--- src/design/assert_macros.svh ---
// Assertion helpers included by block_average_window_max.
// Both macros sample on the rising edge of clock and are disabled while reset is high.
`ifndef ASSERT_MACROS_SVH
`define ASSERT_MACROS_SVH

// Same-cycle implication.
`define BAWM_ASSERT_NOW(label, ante, cons, msg) \
   label: assert property (@(posedge clock) disable iff (reset) (ante) |-> (cons)) \
      else $error(msg);

// Next-cycle implication.
`define BAWM_ASSERT_NEXT(label, ante, cons, msg) \
   label: assert property (@(posedge clock) disable iff (reset) (ante) |=> (cons)) \
      else $error(msg);

`endif

--- src/design/bawm_pkg.sv ---
// ----------------------------------------------------------------------------
// bawm_pkg
// Shared constants, register codes and control structs of the boxcar
// decimator with window peak.
// ----------------------------------------------------------------------------
package bawm_pkg;

   localparam int SAMPLE_BITS          = 12;
   localparam int INDEX_BITS           = 8;
   localparam int SPP_BITS             = 7;
   localparam int WP_BITS              = 9;
   localparam int CSR_INDEX_BITS       = 4;
   localparam int CSR_DATA_BITS        = 16;

   localparam int WINDOW_DEPTH_DEFAULT = 256;
   localparam int GROUP_MAX_DEFAULT    = 64;

   localparam logic [SPP_BITS-1:0]       SPP_RESET = 7'd40;
   localparam logic [WP_BITS-1:0]        WP_RESET  = 9'd256;
   localparam logic [SAMPLE_BITS-1:0]    SAMPLE_MAX = '1;

   localparam logic [CSR_INDEX_BITS-1:0] REG_SAMPLES_PER_POINT = 4'd0;
   localparam logic [CSR_INDEX_BITS-1:0] REG_WINDOW_POINTS     = 4'd1;

   typedef struct packed {
      logic wr_en;
      logic scan_start;
   } win_cmd_type;

   typedef struct packed {
      logic clearing;
      logic scan_done;
   } win_stat_type;

   typedef struct packed {
      logic busy;
      logic done;
   } div_stat_type;

endpackage

--- src/design/bawm_channels.sv ---
// ----------------------------------------------------------------------------
// bawm channels
// Valid/ready channel bundles for samples, results and register writes.
// ----------------------------------------------------------------------------
interface bawm_req_if;
   import bawm_pkg::*;
   logic                   valid;
   logic                   ready;
   logic [SAMPLE_BITS-1:0] sample;
   modport source (output valid, output sample, input ready);
   modport sink   (input valid, input sample, output ready);
endinterface

interface bawm_rsp_if;
   import bawm_pkg::*;
   logic                   valid;
   logic                   ready;
   logic [SAMPLE_BITS-1:0] point_value;
   logic [INDEX_BITS-1:0]  point_index;
   logic [SAMPLE_BITS-1:0] window_max;
   modport source (output valid, output point_value, output point_index,
                   output window_max, input ready);
   modport sink   (input valid, input point_value, input point_index,
                   input window_max, output ready);
endinterface

interface bawm_csr_if;
   import bawm_pkg::*;
   logic                      valid;
   logic                      ready;
   logic [CSR_INDEX_BITS-1:0] index;
   logic [CSR_DATA_BITS-1:0]  data;
   modport source (output valid, output index, output data, input ready);
   modport sink   (input valid, input index, input data, output ready);
endinterface

--- src/design/block_average_window_max.sv ---
// ----------------------------------------------------------------------------
// block_average_window_max
// Boxcar decimator: averages groups of samples into a window store and
// reports each new point with the peak of the window in use.
// ----------------------------------------------------------------------------
//  channel | direction | payload
//  req_if  | in        | sample
//  rsp_if  | out       | point_value, point_index, window_max
//  csr_if  | in        | index, data (samples_per_point, window_points)
//
// Samples that do not close a group are added to the running sum and can be
// taken back to back. A closing sample waits for the bit-serial divider and the
// one-entry-per-cycle scan over the window memory's read port; no new sample is
// taken until its result is loaded into the output register. After reset the
// window memory is cleared entry by entry, during which no sample is taken. A
// stalled result stays in the output register while the next group is gathered.
`include "assert_macros.svh"

module block_average_window_max #(
   parameter int WINDOW_DEPTH = bawm_pkg::WINDOW_DEPTH_DEFAULT,
   parameter int GROUP_MAX    = bawm_pkg::GROUP_MAX_DEFAULT
) (
   input  logic       clock,
   input  logic       reset,
   bawm_req_if.sink   req_if,
   bawm_rsp_if.source rsp_if,
   bawm_csr_if.sink   csr_if
);
   import bawm_pkg::*;

   localparam int GLEN_W = $clog2(GROUP_MAX + 1);
   localparam int SUM_W  = SAMPLE_BITS + GLEN_W;
   localparam int POS_W  = $clog2(WINDOW_DEPTH);
   localparam int WLEN_W = $clog2(WINDOW_DEPTH + 1);

   typedef enum logic [3:0] {
      ST_IDLE = 4'b0001,
      ST_DIV  = 4'b0010,
      ST_SCAN = 4'b0100,
      ST_PUSH = 4'b1000
   } state_type;

   state_type              state_ff, state_in;
   logic [SPP_BITS-1:0]    spp_ff, spp_in;
   logic [WP_BITS-1:0]     wp_ff, wp_in;
   logic [SUM_W-1:0]       sum_ff, sum_in;
   logic [GLEN_W-1:0]      count_ff, count_in;
   logic [POS_W-1:0]       pos_ff, pos_in;
   logic [SAMPLE_BITS-1:0] avg_ff, avg_in;
   logic                   rsp_valid_ff, rsp_valid_in;
   logic [SAMPLE_BITS-1:0] rsp_value_ff, rsp_value_in;
   logic [INDEX_BITS-1:0]  rsp_index_ff, rsp_index_in;
   logic [SAMPLE_BITS-1:0] rsp_max_ff, rsp_max_in;

   logic [GLEN_W-1:0]      glen;
   logic [WLEN_W-1:0]      wlen;
   logic [SUM_W-1:0]       sum_add;
   logic [GLEN_W:0]        count_add;
   logic                   group_done;
   logic [WLEN_W-1:0]      pos_inc;
   logic [POS_W-1:0]       pos_adv;
   logic                   req_ready;
   logic                   req_xfer;
   logic                   slot_free;
   logic                   div_start;
   logic [SUM_W-1:0]       quotient;
   logic [SAMPLE_BITS-1:0] avg_sat;
   div_stat_type           div_stat;
   win_cmd_type            win_cmd;
   win_stat_type           win_stat;
   logic [SAMPLE_BITS-1:0] peak;

   bawm_divider #(
      .GROUP_MAX (GROUP_MAX)
   ) u_divider (
      .clock    (clock),
      .reset    (reset),
      .start    (div_start),
      .dividend (sum_add),
      .divisor  (glen),
      .quotient (quotient),
      .stat     (div_stat)
   );

   bawm_window #(
      .WINDOW_DEPTH (WINDOW_DEPTH)
   ) u_window (
      .clock   (clock),
      .reset   (reset),
      .cmd     (win_cmd),
      .wr_addr (pos_ff),
      .wr_data (avg_sat),
      .wlen    (wlen),
      .stat    (win_stat),
      .peak    (peak)
   );

   // Effective lengths with the out-of-range register values folded in.
   always_comb begin
      if (spp_ff == '0) begin
         glen = GLEN_W'(1);
      end else if (32'(spp_ff) > 32'(GROUP_MAX)) begin
         glen = GLEN_W'(GROUP_MAX);
      end else begin
         glen = GLEN_W'(spp_ff);
      end
      if (wp_ff == '0) begin
         wlen = WLEN_W'(1);
      end else if (32'(wp_ff) > 32'(WINDOW_DEPTH)) begin
         wlen = WLEN_W'(WINDOW_DEPTH);
      end else begin
         wlen = WLEN_W'(wp_ff);
      end
   end

   always_comb begin
      sum_add    = sum_ff + SUM_W'(req_if.sample);
      count_add  = {1'b0, count_ff} + (GLEN_W+1)'(1);
      group_done = (count_add >= {1'b0, glen});
      pos_inc    = WLEN_W'(pos_ff) + WLEN_W'(1);
      pos_adv    = (pos_inc >= wlen) ? '0 : POS_W'(pos_inc);
      avg_sat    = (quotient > SUM_W'(SAMPLE_MAX)) ? SAMPLE_MAX
                                                   : quotient[SAMPLE_BITS-1:0];
      req_ready  = (state_ff == ST_IDLE) && !win_stat.clearing;
      req_xfer   = req_if.valid && req_ready;
      slot_free  = !rsp_valid_ff || rsp_if.ready;
   end

   always_comb begin
      spp_in = spp_ff;
      wp_in  = wp_ff;
      if (csr_if.valid) begin
         unique case (csr_if.index)
            REG_SAMPLES_PER_POINT: spp_in = csr_if.data[SPP_BITS-1:0];
            REG_WINDOW_POINTS:     wp_in  = csr_if.data[WP_BITS-1:0];
            default:               ;
         endcase
      end
   end

   always_comb begin
      state_in     = state_ff;
      sum_in       = sum_ff;
      count_in     = count_ff;
      pos_in       = pos_ff;
      avg_in       = avg_ff;
      rsp_valid_in = rsp_valid_ff && !rsp_if.ready;
      rsp_value_in = rsp_value_ff;
      rsp_index_in = rsp_index_ff;
      rsp_max_in   = rsp_max_ff;
      div_start    = 1'b0;
      win_cmd      = '0;
      unique case (state_ff)
         ST_IDLE: begin
            if (req_xfer) begin
               if (group_done) begin
                  sum_in    = '0;
                  count_in  = '0;
                  pos_in    = pos_adv;
                  div_start = 1'b1;
                  state_in  = ST_DIV;
               end else begin
                  sum_in   = sum_add;
                  count_in = count_add[GLEN_W-1:0];
               end
            end
         end
         ST_DIV: begin
            // The point write and the scan start share a cycle; the first scan read comes in
            // the next cycle and sees the new point.
            if (div_stat.done) begin
               avg_in             = avg_sat;
               win_cmd.wr_en      = 1'b1;
               win_cmd.scan_start = 1'b1;
               state_in           = ST_SCAN;
            end
         end
         ST_SCAN: begin
            if (win_stat.scan_done) begin
               state_in = ST_PUSH;
            end
         end
         ST_PUSH: begin
            if (slot_free) begin
               rsp_valid_in = 1'b1;
               rsp_value_in = avg_ff;
               rsp_index_in = INDEX_BITS'(pos_ff);
               rsp_max_in   = peak;
               state_in     = ST_IDLE;
            end
         end
         default: state_in = ST_IDLE;
      endcase
   end

   always_ff @(posedge clock) begin
      if (reset) begin
         state_ff     <= ST_IDLE;
         spp_ff       <= SPP_RESET;
         wp_ff        <= WP_RESET;
         sum_ff       <= '0;
         count_ff     <= '0;
         pos_ff       <= '0;
         rsp_valid_ff <= 1'b0;
      end else begin
         state_ff     <= state_in;
         spp_ff       <= spp_in;
         wp_ff        <= wp_in;
         sum_ff       <= sum_in;
         count_ff     <= count_in;
         pos_ff       <= pos_in;
         rsp_valid_ff <= rsp_valid_in;
      end
   end

   always_ff @(posedge clock) begin
      avg_ff       <= avg_in;
      rsp_value_ff <= rsp_value_in;
      rsp_index_ff <= rsp_index_in;
      rsp_max_ff   <= rsp_max_in;
   end

   assign req_if.ready       = req_ready;
   assign csr_if.ready       = 1'b1;
   assign rsp_if.valid       = rsp_valid_ff;
   assign rsp_if.point_value = rsp_value_ff;
   assign rsp_if.point_index = rsp_index_ff;
   assign rsp_if.window_max  = rsp_max_ff;

   `BAWM_ASSERT_NOW(a_no_sample_while_clearing, req_if.valid && req_if.ready, !win_stat.clearing, "sample transfer during window clear")
   `BAWM_ASSERT_NOW(a_div_only_in_div, div_stat.busy || div_stat.done, state_ff == ST_DIV, "divider active outside the divide phase")
   `BAWM_ASSERT_NOW(a_scan_done_in_scan, win_stat.scan_done, state_ff == ST_SCAN, "scan finished outside the scan phase")
   `BAWM_ASSERT_NEXT(a_push_loads_result, (state_ff == ST_PUSH) && slot_free, rsp_valid_ff && (state_ff == ST_IDLE), "result not loaded after push")

endmodule

--- src/design/bawm_divider.sv ---
// ----------------------------------------------------------------------------
// bawm_divider
// Restoring divider, one quotient bit per cycle, for the group average.
// ----------------------------------------------------------------------------
module bawm_divider #(
   parameter int GROUP_MAX = bawm_pkg::GROUP_MAX_DEFAULT
) (
   input  logic                                                  clock,
   input  logic                                                  reset,
   input  logic                                                  start,
   input  logic [bawm_pkg::SAMPLE_BITS+$clog2(GROUP_MAX+1)-1:0] dividend,
   input  logic [$clog2(GROUP_MAX+1)-1:0]                        divisor,
   output logic [bawm_pkg::SAMPLE_BITS+$clog2(GROUP_MAX+1)-1:0] quotient,
   output bawm_pkg::div_stat_type                                stat
);
   import bawm_pkg::*;

   localparam int DIV_W = $clog2(GROUP_MAX + 1);
   localparam int SUM_W = SAMPLE_BITS + DIV_W;
   localparam int CNT_W = $clog2(SUM_W + 1);

   logic [SUM_W-1:0] quo_ff, quo_in;
   logic [DIV_W-1:0] rem_ff, rem_in;
   logic [DIV_W-1:0] dvs_ff, dvs_in;
   logic [CNT_W-1:0] cnt_ff, cnt_in;
   logic             done_ff, done_in;
   logic [DIV_W:0]   rem_shift;
   logic [DIV_W:0]   rem_diff;
   logic             fits;

   always_comb begin
      rem_shift = {rem_ff, quo_ff[SUM_W-1]};
      rem_diff  = rem_shift - {1'b0, dvs_ff};
      fits      = (rem_shift >= {1'b0, dvs_ff});
      quo_in    = quo_ff;
      rem_in    = rem_ff;
      dvs_in    = dvs_ff;
      cnt_in    = cnt_ff;
      done_in   = 1'b0;
      if (start) begin
         quo_in = dividend;
         rem_in = '0;
         dvs_in = divisor;
         cnt_in = CNT_W'(SUM_W);
      end else if (cnt_ff != '0) begin
         // The dividend shifts out of the top while quotient bits shift in below.
         quo_in  = {quo_ff[SUM_W-2:0], fits};
         rem_in  = fits ? rem_diff[DIV_W-1:0] : rem_shift[DIV_W-1:0];
         cnt_in  = cnt_ff - CNT_W'(1);
         done_in = (cnt_ff == CNT_W'(1));
      end
   end

   always_ff @(posedge clock) begin
      if (reset) begin
         cnt_ff  <= '0;
         done_ff <= 1'b0;
      end else begin
         cnt_ff  <= cnt_in;
         done_ff <= done_in;
      end
   end

   always_ff @(posedge clock) begin
      quo_ff <= quo_in;
      rem_ff <= rem_in;
      dvs_ff <= dvs_in;
   end

   assign quotient  = quo_ff;
   assign stat.busy = (cnt_ff != '0);
   assign stat.done = done_ff;

endmodule

--- src/design/bawm_window.sv ---
// ----------------------------------------------------------------------------
// bawm_window
// Window store with its clearing pass after reset, point writes and a
// sequential peak scan over the entries in use.
// ----------------------------------------------------------------------------
module bawm_window #(
   parameter int WINDOW_DEPTH = bawm_pkg::WINDOW_DEPTH_DEFAULT
) (
   input  logic                                  clock,
   input  logic                                  reset,
   input  bawm_pkg::win_cmd_type                 cmd,
   input  logic [$clog2(WINDOW_DEPTH)-1:0]       wr_addr,
   input  logic [bawm_pkg::SAMPLE_BITS-1:0]      wr_data,
   input  logic [$clog2(WINDOW_DEPTH+1)-1:0]     wlen,
   output bawm_pkg::win_stat_type                stat,
   output logic [bawm_pkg::SAMPLE_BITS-1:0]      peak
);
   import bawm_pkg::*;

   localparam int POS_W  = $clog2(WINDOW_DEPTH);
   localparam int WLEN_W = $clog2(WINDOW_DEPTH + 1);

   logic [SAMPLE_BITS-1:0] mem_array [WINDOW_DEPTH];

   logic                   clear_ff, clear_in;
   logic [POS_W-1:0]       clear_cnt_ff, clear_cnt_in;
   logic                   scanning_ff, scanning_in;
   logic [WLEN_W-1:0]      idx_ff, idx_in;
   logic                   issue_ff, issue_in;
   logic [SAMPLE_BITS-1:0] rd_data_ff;
   logic [SAMPLE_BITS-1:0] peak_ff, peak_in;
   logic                   rd_en;
   logic                   scan_done;

   always_comb begin
      clear_in     = clear_ff;
      clear_cnt_in = clear_cnt_ff;
      if (clear_ff) begin
         clear_cnt_in = clear_cnt_ff + POS_W'(1);
         if (clear_cnt_ff == POS_W'(WINDOW_DEPTH - 1)) begin
            clear_in = 1'b0;
         end
      end

      rd_en     = scanning_ff && (idx_ff < wlen);
      // The scan ends once every read has been issued and the last one compared.
      scan_done = scanning_ff && !rd_en && !issue_ff;
      issue_in  = rd_en;

      scanning_in = scanning_ff;
      idx_in      = idx_ff;
      peak_in     = peak_ff;
      if (cmd.scan_start) begin
         scanning_in = 1'b1;
         idx_in      = '0;
         peak_in     = '0;
      end else begin
         if (scan_done) begin
            scanning_in = 1'b0;
         end
         if (rd_en) begin
            idx_in = idx_ff + WLEN_W'(1);
         end
         if (issue_ff && (rd_data_ff > peak_ff)) begin
            peak_in = rd_data_ff;
         end
      end
   end

   always_ff @(posedge clock) begin
      if (reset) begin
         clear_ff     <= 1'b1;
         clear_cnt_ff <= '0;
         scanning_ff  <= 1'b0;
         issue_ff     <= 1'b0;
      end else begin
         clear_ff     <= clear_in;
         clear_cnt_ff <= clear_cnt_in;
         scanning_ff  <= scanning_in;
         issue_ff     <= issue_in;
      end
   end

   always_ff @(posedge clock) begin
      idx_ff  <= idx_in;
      peak_ff <= peak_in;
   end

   // Single write port shared by the clearing pass and point writes.
   always_ff @(posedge clock) begin
      if (clear_ff) begin
         mem_array[clear_cnt_ff] <= '0;
      end else if (cmd.wr_en) begin
         mem_array[wr_addr] <= wr_data;
      end
      if (rd_en) begin
         rd_data_ff <= mem_array[idx_ff[POS_W-1:0]];
      end
   end

   assign stat.clearing  = clear_ff;
   assign stat.scan_done = scan_done;
   assign peak           = peak_ff;

endmodule
--- src/flat_wrapper.sv ---
// flat-port wrapper written by rule: the top's interface ports become plain ports
module block_average_window_max_flat import bawm_pkg::*;
#(
   parameter int WINDOW_DEPTH = bawm_pkg::WINDOW_DEPTH_DEFAULT,
   parameter int GROUP_MAX    = bawm_pkg::GROUP_MAX_DEFAULT
)
  (clock, reset, req_if_valid, req_if_sample, req_if_ready, rsp_if_valid, rsp_if_point_value, rsp_if_point_index, rsp_if_window_max, rsp_if_ready, csr_if_valid, csr_if_index, csr_if_data, csr_if_ready);
  bawm_req_if req_if_i ();
  bawm_rsp_if rsp_if_i ();
  bawm_csr_if csr_if_i ();
  input  logic clock;
  input  logic reset;
  input wire logic [$bits(req_if_i.valid)-1:0] req_if_valid;
  input wire logic [$bits(req_if_i.sample)-1:0] req_if_sample;
  output wire logic [$bits(req_if_i.ready)-1:0] req_if_ready;
  output wire logic [$bits(rsp_if_i.valid)-1:0] rsp_if_valid;
  output wire logic [$bits(rsp_if_i.point_value)-1:0] rsp_if_point_value;
  output wire logic [$bits(rsp_if_i.point_index)-1:0] rsp_if_point_index;
  output wire logic [$bits(rsp_if_i.window_max)-1:0] rsp_if_window_max;
  input wire logic [$bits(rsp_if_i.ready)-1:0] rsp_if_ready;
  input wire logic [$bits(csr_if_i.valid)-1:0] csr_if_valid;
  input wire logic [$bits(csr_if_i.index)-1:0] csr_if_index;
  input wire logic [$bits(csr_if_i.data)-1:0] csr_if_data;
  output wire logic [$bits(csr_if_i.ready)-1:0] csr_if_ready;
  assign req_if_i.valid = req_if_valid;
  assign req_if_i.sample = req_if_sample;
  assign req_if_ready = req_if_i.ready;
  assign rsp_if_valid = rsp_if_i.valid;
  assign rsp_if_point_value = rsp_if_i.point_value;
  assign rsp_if_point_index = rsp_if_i.point_index;
  assign rsp_if_window_max = rsp_if_i.window_max;
  assign rsp_if_i.ready = rsp_if_ready;
  assign csr_if_i.valid = csr_if_valid;
  assign csr_if_i.index = csr_if_index;
  assign csr_if_i.data = csr_if_data;
  assign csr_if_ready = csr_if_i.ready;
  block_average_window_max #(.WINDOW_DEPTH(WINDOW_DEPTH), .GROUP_MAX(GROUP_MAX)) u_core (.clock(clock), .reset(reset), .req_if(req_if_i), .rsp_if(rsp_if_i), .csr_if(csr_if_i));
endmodule
--- config.mk ---
export PLATFORM = sky130hd
export DESIGN_NAME = block_average_window_max_flat
export DESIGN_NICKNAME = d
export VERILOG_FILES = /design/src/design/bawm_pkg.sv /design/src/design/bawm_channels.sv /design/src/design/block_average_window_max.sv /design/src/design/bawm_divider.sv /design/src/design/bawm_window.sv /design/src/flat_wrapper.sv
export VERILOG_INCLUDE_DIRS = /design/src /design/src/design
export SDC_FILE = /design/constraint.sdc
export NUM_CORES = 2
export LEC_CHECK = 0
export ABC_AREA = 1
export BUFFER_PORTS_ARGS = -buffer_cell sky130_fd_sc_hd__buf_4
export CORE_ASPECT_RATIO = 0.5
export CORE_UTILIZATION = 25
export DETAILED_ROUTE_END_ITERATION = 10
export GPL_TIMING_DRIVEN = 0
export PLACE_DENSITY = 0.4
export SLEW_MARGIN = 20
export SYNTH_ARGS = -nofsm -noshare
export SYNTH_HDL_FRONTEND = slang
export SYNTH_SLANG_ARGS = --single-unit
--- constraint.sdc ---
create_clock -name clock -period 9.6 [get_ports clock]
set_clock_uncertainty 0.05 [all_clocks]
set_input_delay 2.4 -clock clock [delete_from_list [all_inputs] [get_ports clock]]
set_output_delay 2.4 -clock clock [all_outputs]
set_load 0.01 [all_outputs]
==> flow_metrics.tcl <==
set metrics [dict create \
    seq_area_frac_synth 0.703 \
    report.final.slew_viol_count 0 \
    fin_nets 13700 \
    total_leakage_power_nw 62.6 \
    critical_path.cell_chain "inv_2 > buf_2 > buf_4 > buf_4 > buf_4 > buf_2 > o21ai_0 > a21oi_1 > nor2_1 > nand2_1 > nand3_1 > nand3_1 > nand3_1 > nand2_1" \
    min-delay-start "u_core.avg_ff[5]" \
    report.power.total_mw 35.1 \
    worst_path_dominant_cell_family "buffers and inverters" \
    effective_utilization_at_floorplan 0.251 \
    r2r.worst_path.cells 14 \
    postSynthRegisterBits 3254 \
    synth.yosys.warnings 0 \
    core_area_sq_um 547000 \
    wire_length_of_the_first_global_routing_pass_mm 881 \
    cp_capture_type "flop" \
    fp.dieW_mm 1.05 \
    fin_setup_tns_ns 0 \
    floorplan_die_area_sq_um 553000 \
    io_pins 72 \
    hpwl_mm 496 \
    clk_root_buffer_cell "sky130_fd_sc_hd__clkbuf_16" \
    synth_nets 13000 \
    antenna_found_initial 83 \
    via_count 104000 \
    post_synthesis_instance_total 12900 \
    die_y_um 526 \
    hold_ws_ns 0.367 \
    min_delay_worst_endpoint "u_core.rsp_if.point_value[5]" \
    tritoncts "built" \
    synth_area_sq_um 137000 \
    worst_setup_hold_path_clk_slew_ns 0.06 \
    drive_gt1_frac 0.115 \
    min-delay-path-class "reg -> reg" \
    io_buffer_count 63 \
    drt_iter0_drc 15700 \
    worst_r2r_endpoint "u_core.u_window.rd_data_ff[2]" \
    h-tree-depth 5 \
    worstSkewPairLatency_ns 1.02 \
    max-clock-path-buffers 4 \
    worst-setup-path-type "reg -> reg" \
    numClockSinks 3254 \
    drtAntennaViolNets 0 \
    cts-resized-gates 0 \
    grt_start_max_net_pins 29 \
    cp.buffers_inverters 6 \
    fillerInstances 56200 \
    r2r_setup_slk_ns 3.39 \
    total_setup_buffers_inserted_after_cts 0 \
    timing.critical_path.required_ns 10.35 \
    worst-slew-pin-transition_ns 1.34 \
    hold_viol_final 0 \
    worst-path-max-fanout 11 \
    num_rows 192 \
    grt_use_total 0.234 \
    max_clock_freq_ghz 0.161 \
    drt_wl_total_mm 669 \
    wire_per_inst_um 31.6 \
    syn_avg_cell_area_sq_um 10.7 \
    crit_path_top_delay_cell "sky130_fd_sc_hd__buf_2" \
    crit_path_start_kind "flop" \
    avgViaCountPerCell 4.91 \
    irDropWorstVdd_uv 137 \
    tritoncts.num_buffers 345 \
    number_of_distinct_library_cells_after_synthesis 47 \
    min_period_over_period 0.646 \
    cellPowerDensity_nw_per_um2 210 \
    gr-total-overflow 0 \
    hold-path-cell-count 0 \
    setup_repair_after_global_routing_missed_its_margin "no" \
    run_status "completed" \
    postCtsHoldBufs 0 \
    synth_enable_flop_cells 3154 \
    maxCapViolCount 0 \
    syn2layout_area_growth_pct 21.5 \
    max-slew-margin-rel 0.103 \
    setup_viol 0 \
    gp_congestion 0.941 \
    yosys_most_used_dff "sky130_fd_sc_hd__edfxtp_1" \
    route.detailed.drc 0 \
    worst_r2r_startpoint "u_core.u_window.idx_ff[0]" \
    grt_pass1_vias 95100 \
    first_pass_iters 6 \
    largest_stage_delay_on_the_critical_path_ns 0.78 \
    period_minus_slack_ns 6.21 \
    synthArstFlopShare 0 \
    worst-endpoint-arrival_ns 6.95 \
]
area by class of cell:
type / count / area, sq um / share of cell area
Sequential cell: 3254 / 96700 / 0.579
Multi-Input combinational cell: 7836 / 35100 / 0.210
Clock buffer: 432 / 9110 / 0.0545
Tap cell: 7275 / 9100 / 0.0545
Timing Repair Buffer: 406 / 7710 / 0.0462
Inverter: 1056 / 3970 / 0.0238
Buffer: 710 / 3220 / 0.0193
Clock inverter: 201 / 1980 / 0.0118
Antenna cell: 37 / 92.6 / 0.000554
worst max path at each step:
| stage | from | to | depth (start not counted) |
|---|---|---|---|
| floorplan | u_core.state_ff[3] | u_core.u_window.mem_array[0][10] | 7 |
| global placement | u_core.state_ff[3] | u_core.u_window.mem_array[155][3] | 7 |
| detailed placement | u_core.u_window.idx_ff[0] | u_core.u_window.rd_data_ff[8] | 16 |
| CTS | u_core.u_window.idx_ff[0] | u_core.u_window.rd_data_ff[8] | 16 |
| global route | u_core.u_window.idx_ff[0] | u_core.u_window.rd_data_ff[8] | 16 |
| finish | u_core.u_window.idx_ff[0] | u_core.u_window.rd_data_ff[2] | 14 |
stage by stage:
| stage | worst slack (ns) | cells | area, sq um | util |
|---|---|---|---|---|
| after floorplan | -0.292 | 12900 | 137000 | - |
| after global placement | -17.75 | 20200 | 147000 | 0.269 |
| after detailed placement | 3.74 | 20500 | 156000 | 0.285 |
| after CTS | 3.74 | 21200 | 167000 | 0.305 |
| after global routing | 3.48 | 21200 | 167000 | 0.305 |
| final | 3.39 | 21200 | 167000 | 0.305 |
registers in the layout, indices dropped and copies added, names as in the netlist:
register and flops:
u_core.avg_ff 12, u_core.count_ff 7, u_core.pos_ff 8, u_core.rsp_if.point_index 8
u_core.rsp_if.point_value 12, u_core.rsp_if.valid 1, u_core.rsp_if.window_max 12, u_core.spp_ff 7
u_core.state_ff 4, u_core.sum_ff 19, u_core.u_divider.cnt_ff 5, u_core.u_divider.done_ff 1
u_core.u_divider.dvs_ff 7, u_core.u_divider.quotient 19, u_core.u_divider.rem_ff 7, u_core.u_window.clear_cnt_ff 8
u_core.u_window.clear_ff 1, u_core.u_window.idx_ff 9, u_core.u_window.issue_ff 1, u_core.u_window.mem_array 3072
u_core.u_window.peak 12, u_core.u_window.rd_data_ff 12, u_core.u_window.scanning_ff 1, u_core.wp_ff 9
layout by cell type, fill, tap and decap left out, types with 6 or more instances in the layout:
cell type,Yosys,final
sky130_fd_sc_hd__clkinvlp_4,0,7
sky130_fd_sc_hd__nor2_1,1777,1521
sky130_fd_sc_hd__edfxtp_1,3154,3154
sky130_fd_sc_hd__xor2_1,22,22
sky130_fd_sc_hd__buf_12,0,37
sky130_fd_sc_hd__ha_1,61,61
sky130_fd_sc_hd__clkinv_2,0,57
sky130_fd_sc_hd__nand2_2,3,8
sky130_fd_sc_hd__nor3_1,23,23
sky130_fd_sc_hd__clkbuf_16,0,351
sky130_fd_sc_hd__nor2_4,5,113
sky130_fd_sc_hd__a21oi_4,0,13
sky130_fd_sc_hd__buf_2,211,252
sky130_fd_sc_hd__clkbuf_2,0,92
sky130_fd_sc_hd__o211ai_1,91,91
sky130_fd_sc_hd__xnor2_1,8,8
sky130_fd_sc_hd__nand2_4,14,14
sky130_fd_sc_hd__a22oi_1,6,6
sky130_fd_sc_hd__clkinv_8,0,7
sky130_fd_sc_hd__diode_2,0,37
sky130_fd_sc_hd__a21oi_1,228,215
sky130_fd_sc_hd__inv_6,0,10
sky130_fd_sc_hd__bufinv_16,0,35
sky130_fd_sc_hd__nor2_2,3,151
sky130_fd_sc_hd__o21ai_0,860,860
sky130_fd_sc_hd__buf_6,11,84
sky130_fd_sc_hd__nand4_1,20,20
sky130_fd_sc_hd__clkinv_1,4,84
sky130_fd_sc_hd__buf_16,0,175
sky130_fd_sc_hd__nand3_1,1089,1087
sky130_fd_sc_hd__inv_1,1045,1045
sky130_fd_sc_hd__dfxtp_1,100,100
sky130_fd_sc_hd__buf_8,0,57
sky130_fd_sc_hd__buf_1,134,93
sky130_fd_sc_hd__buf_4,12,75
sky130_fd_sc_hd__or2_2,34,34
sky130_fd_sc_hd__clkbuf_1,342,330
sky130_fd_sc_hd__nand2_1,3546,3541
report_power, final:
part | total, mW | internal, mW | switching [mW] | leakage, nW
Sequential | 15.5 | 15.5 | 0.0541 | 28.2
Clock | 13.8 | 7.68 | 6.13 | 5.41
Combinational | 5.75 | 1.17 | 4.58 | 28.9
cell usage after synthesis (all sizes together), types with 2 or more instances:
library cell  count  area share
a31oi             3     0.00014
nor4              2    0.000091
nand3b            4     0.00022
a22oi             6     0.00033
buf             368       0.013
o21a              5     0.00027
o211ai           91      0.0050
xnor2             8     0.00051
nand2          3563       0.098
a21oi           228      0.0083
a21o              3     0.00016
and3              4     0.00018
inv            1052       0.029
edfxtp         3154        0.69
clkbuf          342      0.0093
xor2             22      0.0014
o21ai           869       0.032
nor2           1788       0.049
clkinv            4     0.00011
nand4            20     0.00091
or2              34      0.0015
ha               61      0.0056
fa                2     0.00029
o22ai             4     0.00018
nand3          1090       0.040
nor3             24     0.00091
dfxtp           100       0.015
kinds of logic (layout without fill, tap and decap cells):
family | Yosys count | in the layout | synth area share
xor+xnor | 30 | 30 | 0.00191
simple gates | 6531 | 6531 | 0.191
buf+inv | 1766 | 2805 | 0.0511
compound gates | 1211 | 1211 | 0.0465
fa+ha+maj | 63 | 63 | 0.00584
flops | 3254 | 3254 | 0.703
other cells | 1 | 38 | 0.0000273
per-layer routing:
metal  share of wire  global-route usage  vias to the layer above  wire, um
met5        0.000051                   0                        -        34
met1            0.44               0.337                    52900    294000
li1                -                   -                    44700         -
met2            0.41               0.337                     5657    276000
met4           0.041              0.0859                        4     27400
met3            0.11              0.0592                      925     72400
No activity file was read; power rests on OpenSTA's default activity.
